<file path="src/rtl/jpdva_pkg.sv">
// shared constants, item types and helpers for the joint pd controller
// with moving-average velocity; no dependencies
package jpdva_pkg;

    // structure sizes
    localparam int JOINTS       = 7;
    localparam int FILTER_DEPTH = 8;
    localparam int QUEUE_DEPTH  = 2;

    // fixed field widths
    localparam int DATA_W    = 32;
    localparam int JOINT_W   = 3;
    localparam int FL_W      = 4;
    localparam int CFG_IDX_W = 2;
    localparam int FRAC_W    = 16;

    // derived widths
    localparam int SLOTS     = JOINTS * FILTER_DEPTH;
    localparam int SLOT_W    = (SLOTS > 1) ? $clog2(SLOTS) : 1;
    localparam int LEN_W     = $clog2(FILTER_DEPTH + 1);
    localparam int RING_W    = (FILTER_DEPTH > 1) ? $clog2(FILTER_DEPTH) : 1;
    localparam int SUM_W     = DATA_W + $clog2(FILTER_DEPTH);
    localparam int SUM_CNT_W = $clog2(SUM_W + 1);
    localparam int PROD_W    = 2 * DATA_W;
    localparam int TOT_W     = PROD_W + 2;
    localparam int QPTR_W    = (QUEUE_DEPTH > 1) ? $clog2(QUEUE_DEPTH) : 1;
    localparam int QCNT_W    = $clog2(QUEUE_DEPTH + 1);

    // register indexes
    localparam logic [CFG_IDX_W-1:0] CFG_PROP_GAIN     = CFG_IDX_W'(0);
    localparam logic [CFG_IDX_W-1:0] CFG_DERIV_GAIN    = CFG_IDX_W'(1);
    localparam logic [CFG_IDX_W-1:0] CFG_FILTER_LENGTH = CFG_IDX_W'(2);

    // register reset values
    localparam logic [DATA_W-1:0] PROP_GAIN_RST  = 32'd13107200;
    localparam logic [DATA_W-1:0] DERIV_GAIN_RST = 32'd655360;
    localparam logic [FL_W-1:0]   FL_RST         = 4'd5;

    typedef struct packed {
        logic [JOINT_W-1:0]       joint_index;
        logic signed [DATA_W-1:0] desired_position;
        logic signed [DATA_W-1:0] measured_position;
        logic signed [DATA_W-1:0] measured_velocity;
    } in_item_t;

    typedef struct packed {
        logic [JOINT_W-1:0]       joint_out;
        logic signed [DATA_W-1:0] torque;
        logic                     saturated;
    } out_item_t;

    // divider request and response
    typedef struct packed {
        logic                    start;
        logic signed [SUM_W-1:0] dividend;
        logic [LEN_W-1:0]        divisor;
    } div_req_t;

    typedef struct packed {
        logic             done;
        logic [SUM_W-1:0] quot_mag;
        logic             quot_neg;
    } div_rsp_t;

    // filter length as used: zero reads as one, clamp at the history depth
    function automatic logic [LEN_W-1:0] eff_len(input logic [FL_W-1:0] fl);
        logic [LEN_W-1:0] res;
        if (fl == '0)
            res = LEN_W'(1);
        else if (int'(fl) > FILTER_DEPTH)
            res = LEN_W'(FILTER_DEPTH);
        else
            res = LEN_W'(fl);
        return res;
    endfunction

endpackage

</file>
<file path="src/rtl/jpdva_fifo.sv">
// short item queue between front end and back end
// depends on jpdva_pkg
module jpdva_fifo
    import jpdva_pkg::*;
(
    input  logic     clk,
    input  logic     rst_n,
    input  logic     push,
    input  in_item_t push_data,
    output logic     full,
    input  logic     pop,
    output in_item_t pop_data,
    output logic     empty
);

    in_item_t            entry_reg [QUEUE_DEPTH];
    logic [QPTR_W-1:0]   wr_ptr_reg, wr_ptr_next;
    logic [QPTR_W-1:0]   rd_ptr_reg, rd_ptr_next;
    logic [QCNT_W-1:0]   count_reg,  count_next;
    logic                do_push, do_pop;

    assign full     = count_reg == QCNT_W'(QUEUE_DEPTH);
    assign empty    = count_reg == '0;
    assign do_push  = push && !full;
    assign do_pop   = pop && !empty;
    assign pop_data = entry_reg[rd_ptr_reg];

    // pointer and fill count update
    always_comb
    begin
        wr_ptr_next = wr_ptr_reg;
        rd_ptr_next = rd_ptr_reg;
        count_next  = count_reg;
        if (do_push)
        begin
            wr_ptr_next = (wr_ptr_reg == QPTR_W'(QUEUE_DEPTH - 1)) ? '0
                                                                   : wr_ptr_reg + 1'b1;
        end
        if (do_pop)
        begin
            rd_ptr_next = (rd_ptr_reg == QPTR_W'(QUEUE_DEPTH - 1)) ? '0
                                                                   : rd_ptr_reg + 1'b1;
        end
        if (do_push && !do_pop)
            count_next = count_reg + 1'b1;
        else if (do_pop && !do_push)
            count_next = count_reg - 1'b1;
    end

    always_ff @(posedge clk or negedge rst_n)
    begin
        if (!rst_n)
        begin
            wr_ptr_reg <= '0;
            rd_ptr_reg <= '0;
            count_reg  <= '0;
        end
        else
        begin
            wr_ptr_reg <= wr_ptr_next;
            rd_ptr_reg <= rd_ptr_next;
            count_reg  <= count_next;
        end
    end

    // queue storage
    always_ff @(posedge clk)
    begin
        if (do_push)
            entry_reg[wr_ptr_reg] <= push_data;
    end

endmodule

</file>
<file path="config.mk">
export PLATFORM = sky130hd
export DESIGN_NAME = jpdva_fifo
export DESIGN_NICKNAME = d
export VERILOG_FILES = /design/src/rtl/jpdva_pkg.sv /design/src/rtl/jpdva_fifo.sv
export SDC_FILE = /design/constraint.sdc
export NUM_CORES = 1
export LEC_CHECK = 0
export BUFFER_PORTS_ARGS = -buffer_cell sky130_fd_sc_hd__buf_2
export CAP_MARGIN = 25
export CORE_UTILIZATION = 30
export CTS_BUF_LIST = sky130_fd_sc_hd__clkbuf_16
export DETAILED_ROUTE_END_ITERATION = 7
export PLACE_DENSITY = 0.47
export SLEW_MARGIN = 15
export SYNTH_ARGS = -nofsm -noshare
export SYNTH_HDL_FRONTEND = slang
export SYNTH_SLANG_ARGS = --single-unit
</file>
<file path="constraint.sdc">
create_clock -name clk -period 9.75 [get_ports clk]
set_input_delay 0.975 -clock clk [delete_from_list [all_inputs] [get_ports clk]]
set_output_delay 0.975 -clock clk [all_outputs]
set_load 0.005 [all_outputs]
</file>
[After elaboration in Yosys (flattened, before gate mapping)]
Memories as Yosys holds them, arrays and structs flattened.
Index checks and enable logic that the tools add are counted.
Cells by class
  add/sub/neg operators: 4
  multipliers: 0
  divide/modulo/power cells: 0
  magnitude comparators: 0
  eq/ne operators: 1
  shift-type cells: 0
  muxes and demuxes: 6
  bitwise operators: 0
  reductions and logical operators: 10
Operator list (count)
  logical AND 1 bit: 4
  zero test 1 bit: 4
  two-way mux 1 bit: 4
  two-way mux 2 bit: 2
  adder 1 bit (second input constant): 2
  adder 2 x 1 -> 2 bit (second input constant): 1
  == test 2 bit (second input constant): 1
  zero test 2 bit: 1
  nonzero test 2 bit: 1
  subtractor 2 x 1 -> 2 bit (second input constant): 1
Storage, ports and cells
  register bits after elaboration: 4
  bits in latches: 0
  RAM bits: 198
  memory bits (read-only): 0
  bits of input ports: 103
  output and inout port bits: 101
  logic and storage cells: 25
  memories kept: 1
Memories
  entry_reg: depth 2, bits a word 99, read ports 1, clocked after memory_dff 0, write ports 1, line jpdva_fifo.sv:16  | in_item_t entry_reg [QUEUE_DEPTH];

[Longest topological paths before layout]
Gate-level depths: netlist (run 1).
  word-level depth: 7
  mapped depth: 7
  depth with buffers taken out: 7

[Least setup slack after synthesis (run 1)]
OpenSTA, ideal clock, no wires.
  path type: in2reg
  start: input port push
  end: memory entry_reg[0][0] (netlist bit), enable pin
  setup time: 0.557 ns
  data arrival time: 5.185 ns
  required time: 9.193 ns
  setup slack: 4.008 ns
  stages on the path: 2
  path buffers: 0
  cells stage by stage: nand2_1 -> nor2_1
On the way
  longest elaborated chain between the ends: 3
RTL lines
  start, declared: line jpdva_fifo.sv:8  | input logic push,
  logical AND 1 bit: line jpdva_fifo.sv:24  | assign do_push = push && !full;
  two-way mux 1 bit: line jpdva_fifo.sv:69  | if (do_push)
  two-way mux 1 bit (implied by the code): line jpdva_fifo.sv:70  | entry_reg[wr_ptr_reg] <= push_data;
  end, declared: line jpdva_fifo.sv:16
Every way passes these cells.

==> metrics.cfg, run 1 <==
[sta]
fin_hold_ws_ps=276
tns_ps=0
finalHoldViolCount=0
final_max_slew_viol_count=0
layout_worst_path_cycle_share=0.410
finalClockSkew_ps=11.0
max_slew.worst_pin.slew_ps=1040
slew_headroom=0.304
fmax_mhz=250
worst_slack_ps=5750
rsz0062_at_grt=false
setup_viol=0
fin_crit_ps=4000

[placement]
portBuffers=203
hpwl_um=9210
place_ws_ps=6180
gp_congestion=0.703

[setup_path]
r2r_slack_ps=7330
crit_required_ps=8780
startpoint=rd_ptr_reg
crit_cells=3
endpoint=pop_data[30]
reg2reg_to=entry_reg[1][97]
rr_worst_depth=3
path_cells=buf_4 > mux2_4 > buf_2
criticalPathCategory=flip-flop to output pin
worstSetupStartpointType=flip-flop
path_delay_family=flip-flops
cpPeakStageDelay_ps=1020
critPathBufInv=2
crit_slowest_cell=dfrtp_4
endpoint_kind=output pin
cp_max_fo=53
r2r-start=count_reg[0]
arrival_ps=3020

[grt]
grt_max_degree=61
antenna_found_initial=1
gr-total-overflow=0
grt_usage=0.108
grt_pass1_vias=4007
grt_pass1_wl_um=22100

[power_and_ir_drop]
ir_drop_mv=0.166
p_sw_frac=0.260
static-leakage-power_uw=0.00397
p_comb_frac=0.276
p_sw_uw=780
seqPwrFrac=0.431
power_frac_clock=0.293
internal-power_uw=2220
powerDensity_nw_per_um2=304

[logic_synthesis]
syn_nets=431
avgSynthCellArea_um2=24.0
yosysSeqAreaShare=0.771
synth.distinct_cells=14
syn_area_um2=7840
ys_warn_count=0
synth-seq-cells=202
synthCells=327

[cts]
root_buffer=clkbuf_16
postCtsSetupBuffers=0
htree_num_levels=1
cts_tree=done
numCtsBuffers=23
clockBufferDepth=3
clock_sinks=202
clkTransAtPathRegs_ps=50
cts_resized=0
cts-hold-fix-buffers=0
clk_latency_ps=510

[min_path]
min_path_type=input pin to asynchronous set/reset pin

[finish]
largest_reg_flops=198
diodes=0
drive_above_1_share=0.605
area_growth_pct=26.0
layout_commonest_cell=buf_2
final_cell_mix=buf_2 (203), edfxtp_1 (198), mux2_4 (99)
fin_nets=652

[route]
routed_wl_um=14600
drc=0
antenna_left=0
via_per_inst=4.21
drt_pass1_iterations=4
num_vias=3755
wl_per_cell_um=16.3
first_iter_violations=93

[floorplanning]
coreArea_um2=25400
die-area_um2=26800
rows=58
die_x_um=164
pin_count=204
start_util=0.309
die_h_um=164

[outcome]
status=finished clean

[flow_run]
max_cap_viol_count=0

## through the flow
stage	utilization	area (um2)	std cells	power, uW
floorplan	-	7840	327	1930
global placement	0.358	9100	853	2160
detailed placement	0.358	9100	853	2180
CTS	0.389	9880	892	3070
global route	0.389	9880	892	3170
finish	0.389	9880	892	3000
## power groups by stage
stage	Combinational, uW	Clock (uW)	Sequential, uW
5_1_grt	905	948	1320
2_1_floorplan	660	0	1270
4_1_cts	861	912	1300
3_5_place_dp	856	0	1320
3_3_place_gp	852	0	1310
6_report	829	878	1290
## cell type report
cell class,count,area (um2)
inverters,2,7.51
clock buffers,23,576
flip-flops and latches,202,6050
repair buffers,207,1050
well taps,330,413
multi-input cells,112,1590
clock inverters,16,199
fillers,2356,15500
## how the worst min path moves through the flow
stage | start | end | slack [ps]
after floorplan | wr_ptr_reg | wr_ptr_reg | 460
after global placement | count_reg[1] | count_reg[1] | 500
after detailed placement | count_reg[1] | count_reg[1] | 530
after CTS | rst_n | rd_ptr_reg | 250
after global routing | rst_n | rd_ptr_reg | 240
final | rst_n | count_reg[1] | 280
## metal layers
metal / GRT usage / share of wire
met3: 0.0404 / 0.093
met4: 0.0290 / 0.011
met5: 0 / 0.00089
met1: 0.136 / 0.42
met2: 0.173 / 0.47
## Yosys cell counts
cell	instances	area (um2)
o21ai_0	1	5.00
nand2b_1	1	6.26
dfrtp_1	4	100
nand2_1	1	3.75
xor2_1	2	17.5
buf_12	10	200
ha_1	1	12.5
edfxtp_1	198	5950
and3_1	1	6.26
mux2_4	99	1490
nor2_1	3	11.3
xnor2_1	3	26.3
buf_6	1	11.3
inv_1	2	7.51
## logic make-up after synthesis
kind of cell               count (synthesis)  synth area share
AOI/OAI and AO/OA                          1          0.000638
xor gates and xnor gates                   5           0.00559
adders and majority gates                  1           0.00160
buffers and inverters                     13            0.0279
DFF                                      202             0.771
muxes                                     99             0.190
and+or+nand+nor                            6           0.00351
## worst reg2reg max path: stages, from the launching register on
cell,delay [ps]
dfrtp_1,430
nand2b_1,180
and3_4,570
buf_4,790
No activity file was read; power rests on OpenSTA's default activity.
==> run 2, diff against run 1 <==
--- a/config.mk
+++ b/config.mk
@@ -5,12 +5,13 @@
 export SDC_FILE = /design/constraint.sdc
 export NUM_CORES = 1
 export LEC_CHECK = 0
+export ABC_AREA = 1
 export BUFFER_PORTS_ARGS = -buffer_cell sky130_fd_sc_hd__buf_2
 export CAP_MARGIN = 25
 export CORE_UTILIZATION = 30
 export CTS_BUF_LIST = sky130_fd_sc_hd__clkbuf_16
 export DETAILED_ROUTE_END_ITERATION = 7
-export PLACE_DENSITY = 0.47
+export PLACE_DENSITY = 0.48
 export SLEW_MARGIN = 15
 export SYNTH_ARGS = -nofsm -noshare
 export SYNTH_HDL_FRONTEND = slang
==> constraint.sdc (replaced) <==
create_clock -name clk -period 4.1 [get_ports clk]
set_input_delay 0.41 -clock clk [delete_from_list [all_inputs] [get_ports clk]]
set_output_delay 0.41 -clock clk [all_outputs]
set_load 0.005 [all_outputs]
==> run 2 against run 1 <==
Effect of this change:
- design area down 4.5%
- total power rose by 120%
- combinational power grew 120%
- clock skew decreased by 5.2 ps
- register-to-register slack lost 5300 ps
- synthesized cell count up 68%
- highest routed layer unchanged
==> metrics.cfg, run 2 <==
[finish]
fin_nets=866  ; +33%
area_growth_pct=27.1
largest_reg_flops=198  ; unchanged
final_cell_mix=nand2_1 (306), buf_2 (203), edfxtp_1 (198)
layout_commonest_cell=nand2_1
diodes=0  ; unchanged
nFillCells=2370  ; +0.59%
drive_above_1_share=0.307  ; -0.298

[power_and_ir_drop]
internal-power_uw=4480  ; +100%
ir_drop_mv=0.429  ; +160%
static-leakage-power_uw=0.00404  ; +1.6%
p_sw_frac=0.317  ; +0.0573
total_power_uw=6560  ; +120%
powerDensity_nw_per_um2=695  ; +130%
p_sw_uw=2080  ; +170%
power_frac_clock=0.265  ; -0.028
p_comb_frac=0.275  ; about the same
seqPwrFrac=0.461  ; +0.030

[sta]
rsz0062_at_grt=false
final_max_slew_viol_count=0  ; unchanged
tns_ps=0  ; unchanged
slew_headroom=0.391  ; +0.0870
finalHoldViolCount=0  ; unchanged
setup_viol=0  ; unchanged
max_slew.worst_pin.slew_ps=913  ; -131 ps
fin_crit_ps=2680
fmax_mhz=374
finalClockSkew_ps=5.82  ; -5.15 ps
fin_hold_ws_ps=105  ; -171 ps
layout_worst_path_cycle_share=0.652

[setup_path]
arrival_ps=2270  ; -750 ps
endpoint_kind=output pin
crit_slowest_cell=dfrtp_4
worstSetupStartpointType=flip-flop
path_cells=clkinv_2 > buf_4 > nand2_1 > nand2_1 > buf_2
cp_common_cell=nand2_1
criticalPathCategory=flip-flop to output pin
cpPeakStageDelay_ps=740  ; -280 ps
crit_required_ps=3690  ; -5090 ps
cp_max_fo=62  ; +17%

[logic_synthesis]
yosysSeqAreaShare=0.815  ; +0.0434
synth_top_area_frac=0.801  ; +0.0427
ys_warn_count=0  ; unchanged
syn_area_um2=7420  ; -5.3%
synth_top_cell_by_area=edfxtp_1
synth-seq-cells=202  ; unchanged
synthCells=548  ; +68%
synthTopCellsByArea=edfxtp_1 (80%), nand2_1 (15%), dfrtp_1 (1.3%), buf_4 (1.1%), buf_2 (0.67%)
syn_nets=652  ; +51%
synth.distinct_cells=14  ; unchanged
synth_most_common_cell=nand2_1
synth_ff_type=edfxtp_1
avgSynthCellArea_um2=13.5  ; -44%
synth_enable_flop_cells=198  ; unchanged
async_flop_share=0.0198  ; unchanged
synthTopCellsByCount=nand2_1 (306), edfxtp_1 (198), buf_4 (11), buf_2 (10), inv_1 (7)

[placement]
hpwl_um=9820  ; +6.6%
portBuffers=203  ; unchanged
gp_congestion=0.700  ; -0.43%

[route]
routed_wl_um=15900  ; +9.0%
wl_per_cell_um=14.4  ; -12%
antenna_left=0  ; unchanged
first_iter_violations=178  ; +91%
via_per_inst=4.15  ; -1.4%
num_vias=4565  ; +22%
drt_pass1_iterations=4  ; unchanged
drc=0  ; unchanged

[floorplanning]
die_h_um=159  ; -2.7%
die-area_um2=25400  ; -5.3%
start_util=0.305  ; -0.00348
coreArea_um2=24300  ; -4.3%
rows=57  ; -1.7%
pin_count=204  ; unchanged
die_x_um=159  ; -2.7%

[grt]
grt_usage=0.123  ; +0.0157
grt_max_degree=64  ; +4.9%
antenna_found_initial=2  ; +1
grt_pass1_wl_um=24500  ; +11%
grt_pass1_vias=4489  ; +12%
gr-total-overflow=0  ; unchanged

[cts]
cts_tree=done
clockBufferDepth=3  ; unchanged
clk_latency_ps=490  ; -20 ps
cts_resized=0  ; unchanged
htree_num_levels=1  ; unchanged
clkTransAtPathRegs_ps=60  ; about the same
clock_sinks=202  ; unchanged
root_buffer=clkbuf_16
numCtsBuffers=22  ; -4.3%

[min_path]
min_path_type=input pin to flip-flop

[outcome]
status=finished clean

[flow_run]
max_cap_viol_count=0  ; unchanged

run 2: repair_timing:
action / 4_1_cts / 5_1_grt
hold endpoints to repair: 4 / 0
hold buffers: 1 / 0
setup buffers: 0 / 0
run 2: cells by family after synthesis:
group / synth area share
AOI/OAI and AO/OA: 0.00135
xor gates and xnor gates: 0.00118
adders and majority gates: 0.00169
buffers and inverters: 0.0219
DFF: 0.815
and+or+nand+nor: 0.159
run 2: final cells by class:
class / instances / area [um2] / share of cell area
sequential: 202 / 6050 / 0.641
timing repair buffer: 211 / 1090 / 0.116
clock buffer: 23 / 576 / 0.0610
multi-input combinational: 317 / 1220 / 0.129
clock inverter: 15 / 57.6 / 0.00610
tap: 324 / 405 / 0.0430
inverter: 8 / 33.8 / 0.00358
run 2: per-stage QoR:
stage	worst slack, ps	cell area [um2]	std cells	utilization
after floorplan	509	7420	548	-
after global placement	1840	8790	1061	0.361
after detailed placement	1820	8790	1061	0.361
after CTS	1280	9430	1100	0.388
after global routing	1210	9430	1100	0.388
final	1420	9430	1100	0.388
run 2: critical path: cells and delay by family (launching register included):
| kind | cells | cell delay, ps |
|---|---|---|
| buffers and inverters | 3 | 770 |
| and+or+nand+nor | 2 | 220 |
| DFF | 1 | 740 |
run 2: layer usage:
metal  vias up  GRT usage  share of wire
met5         -          0         0.0017
li1       2277          -              -
met4         4     0.0306          0.022
met2       144      0.206           0.47
met1      2114      0.149           0.42
met3        26     0.0492          0.086
run 2: power by group through the flow:
stage                     clock network, uW  logic [uW]  registers, uW
final                                  1740        1800           3020
after global placement                    0        1870           3070
after floorplan                           0        1080           2980
after CTS                              1800        1880           3030
after global routing                   1870        2060           3070
after detailed placement                  0        1870           3070
run 2: path summary, 6_finish.rpt:
kind / start / to / slack [ps] / cells after the start
min in group asynchronous: rst_n / count_reg[1] / 260 / 2
hold reg to reg: wr_ptr_reg / wr_ptr_reg / 490 / 2
setup reg to reg: count_reg[1] / entry_reg[0][4] / 2010 / 6
setup / recovery: rd_ptr_reg / pop_data[9] / 1420 / 5
max in group asynchronous: rst_n / rd_ptr_reg / 3700 / 2
hold / removal: push_data[41] / entry_reg[0][41] / 110 / 1
==> run 3, diff against run 2 <==
--- a/config.mk
+++ b/config.mk
@@ -11,7 +11,7 @@
 export CORE_UTILIZATION = 30
 export CTS_BUF_LIST = sky130_fd_sc_hd__clkbuf_16
 export DETAILED_ROUTE_END_ITERATION = 7
-export PLACE_DENSITY = 0.48
+export PLACE_DENSITY = 0.49
 export SLEW_MARGIN = 15
 export SYNTH_ARGS = -nofsm -noshare
 export SYNTH_HDL_FRONTEND = slang
==> constraint.sdc (replaced) <==
create_clock -name clk -period 2.4 [get_ports clk]
set_input_delay 0.24 -clock clk [delete_from_list [all_inputs] [get_ports clk]]
set_output_delay 0.24 -clock clk [all_outputs]
set_load 0.005 [all_outputs]
==> run 3 against run 2 <==
Effect of this change:
- setup slack worse by 1100 ps
- clock power rose by 79%
- largest power group unchanged
- critical path depth is the same
- core utilization rose by 4.7 points
- via count is 8.0% higher
- non-clock buffer count rose by 101
- die area did not move
==> metrics.cfg, run 3 (synthesis results as in run 2) <==
[route]
drc=0  ; unchanged
antenna_left=0  ; unchanged
via_per_inst=4.10  ; -1.3%
num_vias=4928  ; +8.0%
first_iter_violations=235  ; +32%
routed_wl_um=16100  ; +1.1%
wl_per_cell_um=13.3  ; -7.6%
drt_pass1_iterations=4  ; unchanged

[sta]
slew_headroom=0.586  ; +0.195
fmax_mhz=473
finalHoldViolCount=0  ; unchanged
layout_worst_path_cycle_share=0.880
max_slew.worst_pin.slew_ps=621  ; -292 ps
fin_crit_ps=2110
rsz0062_at_grt=false
setup_viol=0  ; unchanged
finalClockSkew_ps=9.33  ; +3.51 ps
fin_hold_ws_ps=55.7  ; -49.7 ps
final_max_slew_viol_count=0  ; unchanged

[min_path]
hold_depth=4  ; +3
min_path_type=input pin to flip-flop
min_from=push
min_to=wr_ptr_reg

[setup_path]
arrival_ps=1870  ; -400 ps
cpPeakStageDelay_ps=430  ; -310 ps
cp_common_cell=nand2_1
r2r-start=count_reg[1]
worstSetupStartpointType=flip-flop
reg2reg_to=entry_reg[0][68]
cp_max_fo=31  ; -50%
crit_slowest_cell=dfrtp_4
endpoint_kind=output pin
path_cells=clkinv_2 > buf_12 > nand2_1 > nand2_1 > buf_2
rr_worst_depth=6  ; unchanged
criticalPathCategory=flip-flop to output pin
r2r_slack_ps=820  ; -1190 ps
crit_required_ps=2160  ; -1530 ps

[grt]
grt.met2_usage=0.223  ; +0.0167
gr-total-overflow=0  ; unchanged
gr-max-usage-layer=met2
antenna_found_initial=0  ; -2
grt_max_degree=101  ; +58%
grt_pass1_vias=4887  ; +8.9%
grt_pass1_wl_um=25300  ; +3.4%
grt_util_met3=0.0419  ; -0.00729
met1_usage=0.146  ; -0.00283
grt_usage=0.126  ; +0.00287

[cts]
clk_latency_ps=490  ; about the same
cts_resized=0  ; unchanged
cts-hold-fix-buffers=101  ; +100
htree_num_levels=1  ; unchanged
root_buffer=clkbuf_16
clockBufferDepth=3  ; unchanged
clkTransAtPathRegs_ps=60  ; about the same
postCtsSetupBuffers=0  ; unchanged
numCtsBuffers=23  ; +4.5%
clock_sinks=202  ; unchanged
cts_tree=done

[finish]
area_growth_pct=42.5
diodes=0  ; unchanged
nFillCells=2266  ; -4.4%
largest_reg_flops=198  ; unchanged
fin_nets=968  ; +12%
final_cell_mix=nand2_1 (306), buf_2 (203), edfxtp_1 (198)
layout_commonest_cell=nand2_1
drive_above_1_share=0.283  ; -0.0234

[power_and_ir_drop]
p_sw_frac=0.312  ; -0.00490
seqPwrFrac=0.428  ; -0.033
internal-power_uw=8020  ; +79%
p_comb_frac=0.305  ; +0.030
ir_drop_mv=0.782  ; +82%
powerDensity_nw_per_um2=1100  ; +59%
power_frac_clock=0.267  ; +0.002
total_power_uw=11700  ; +78%
p_sw_uw=3640  ; +75%
static-leakage-power_uw=0.00451  ; +12%

[floorplanning]
coreArea_um2=24300  ; unchanged
die_x_um=159  ; unchanged
die-area_um2=25400  ; unchanged
pin_count=204  ; unchanged
rows=57  ; unchanged
die_h_um=159  ; unchanged
start_util=0.305  ; unchanged

[placement]
hpwl_um=9430  ; -4.0%
portBuffers=203  ; unchanged
gp_congestion=0.686  ; -2.0%

[outcome]
status=finished clean

[flow_run]
max_cap_viol_count=0  ; unchanged

-- run 3: changes by cell type in the layout (fill, tap and decap cells not counted), moves of 2 or more --
cell / previous run / this run
buf_12: 1 / 8
buf_4: 6 / 0
clkinv_1: 9 / 6
clkinv_2: 2 / 7
dlygate4sd3_1: 1 / 101
inv_1: 11 / 9
-- run 3: per-stage QoR --
stage	setup slack, ps	utilization	instance area, um2	cells	TNS [ps]
final	287	0.435	10600	1203	0
after global routing	115	0.435	10600	1203	0
after CTS	250	0.435	10600	1203	0
after detailed placement	790	0.366	8890	1062	0
after global placement	775	0.366	8890	1062	0
after floorplan	-168	-	7440	548	-20180
-- run 3: per-layer routing --
metal	vias to the layer above	routed length [um]
li1	2485	-
met5	-	0
met4	0	347
met3	26	1210
met1	2268	6630
met2	149	7860
-- run 3: layout make-up --
class | instances | area, um2 | area share
Clock buffer | 23 | 576 | 0.0544
Clock inverter | 17 | 97.6 | 0.00923
Inverter | 8 | 35.0 | 0.00331
Multi-Input combinational cell | 317 | 1230 | 0.116
Sequential cell | 202 | 6050 | 0.572
Tap cell | 324 | 405 | 0.0383
Timing Repair Buffer | 312 | 2190 | 0.207
-- run 3: worst max path at each step --
stage,start,endpoint,slack (ps),cells past startpoint
6_report,rd_ptr_reg,pop_data[61],290,5
5_1_grt,rd_ptr_reg,pop_data[55],120,5
4_1_cts,rd_ptr_reg,pop_data[22],250,5
3_5_place_dp,rd_ptr_reg,pop_data[22],790,5
3_3_place_gp,rd_ptr_reg,pop_data[55],770,5
2_1_floorplan,count_reg[0],entry_reg[0][0],-170,4
-- run 3: critical path: cells and delay by family, from the launching register on --
family        cells  cell delay, ps
flops             1             430
buf+inv           3             800
simple gates      2             150
-- run 3: power by group through the flow --
| stage | clock (uW) | sequential (uW) | combinational, uW |
|---|---|---|---|
| after CTS | 3220 | 4990 | 3670 |
| after detailed placement | 0 | 5060 | 3540 |
| after global placement | 0 | 5060 | 3550 |
| final | 3110 | 4990 | 3560 |
| after floorplan | 0 | 5070 | 1860 |
| after global routing | 3360 | 5060 | 4020 |
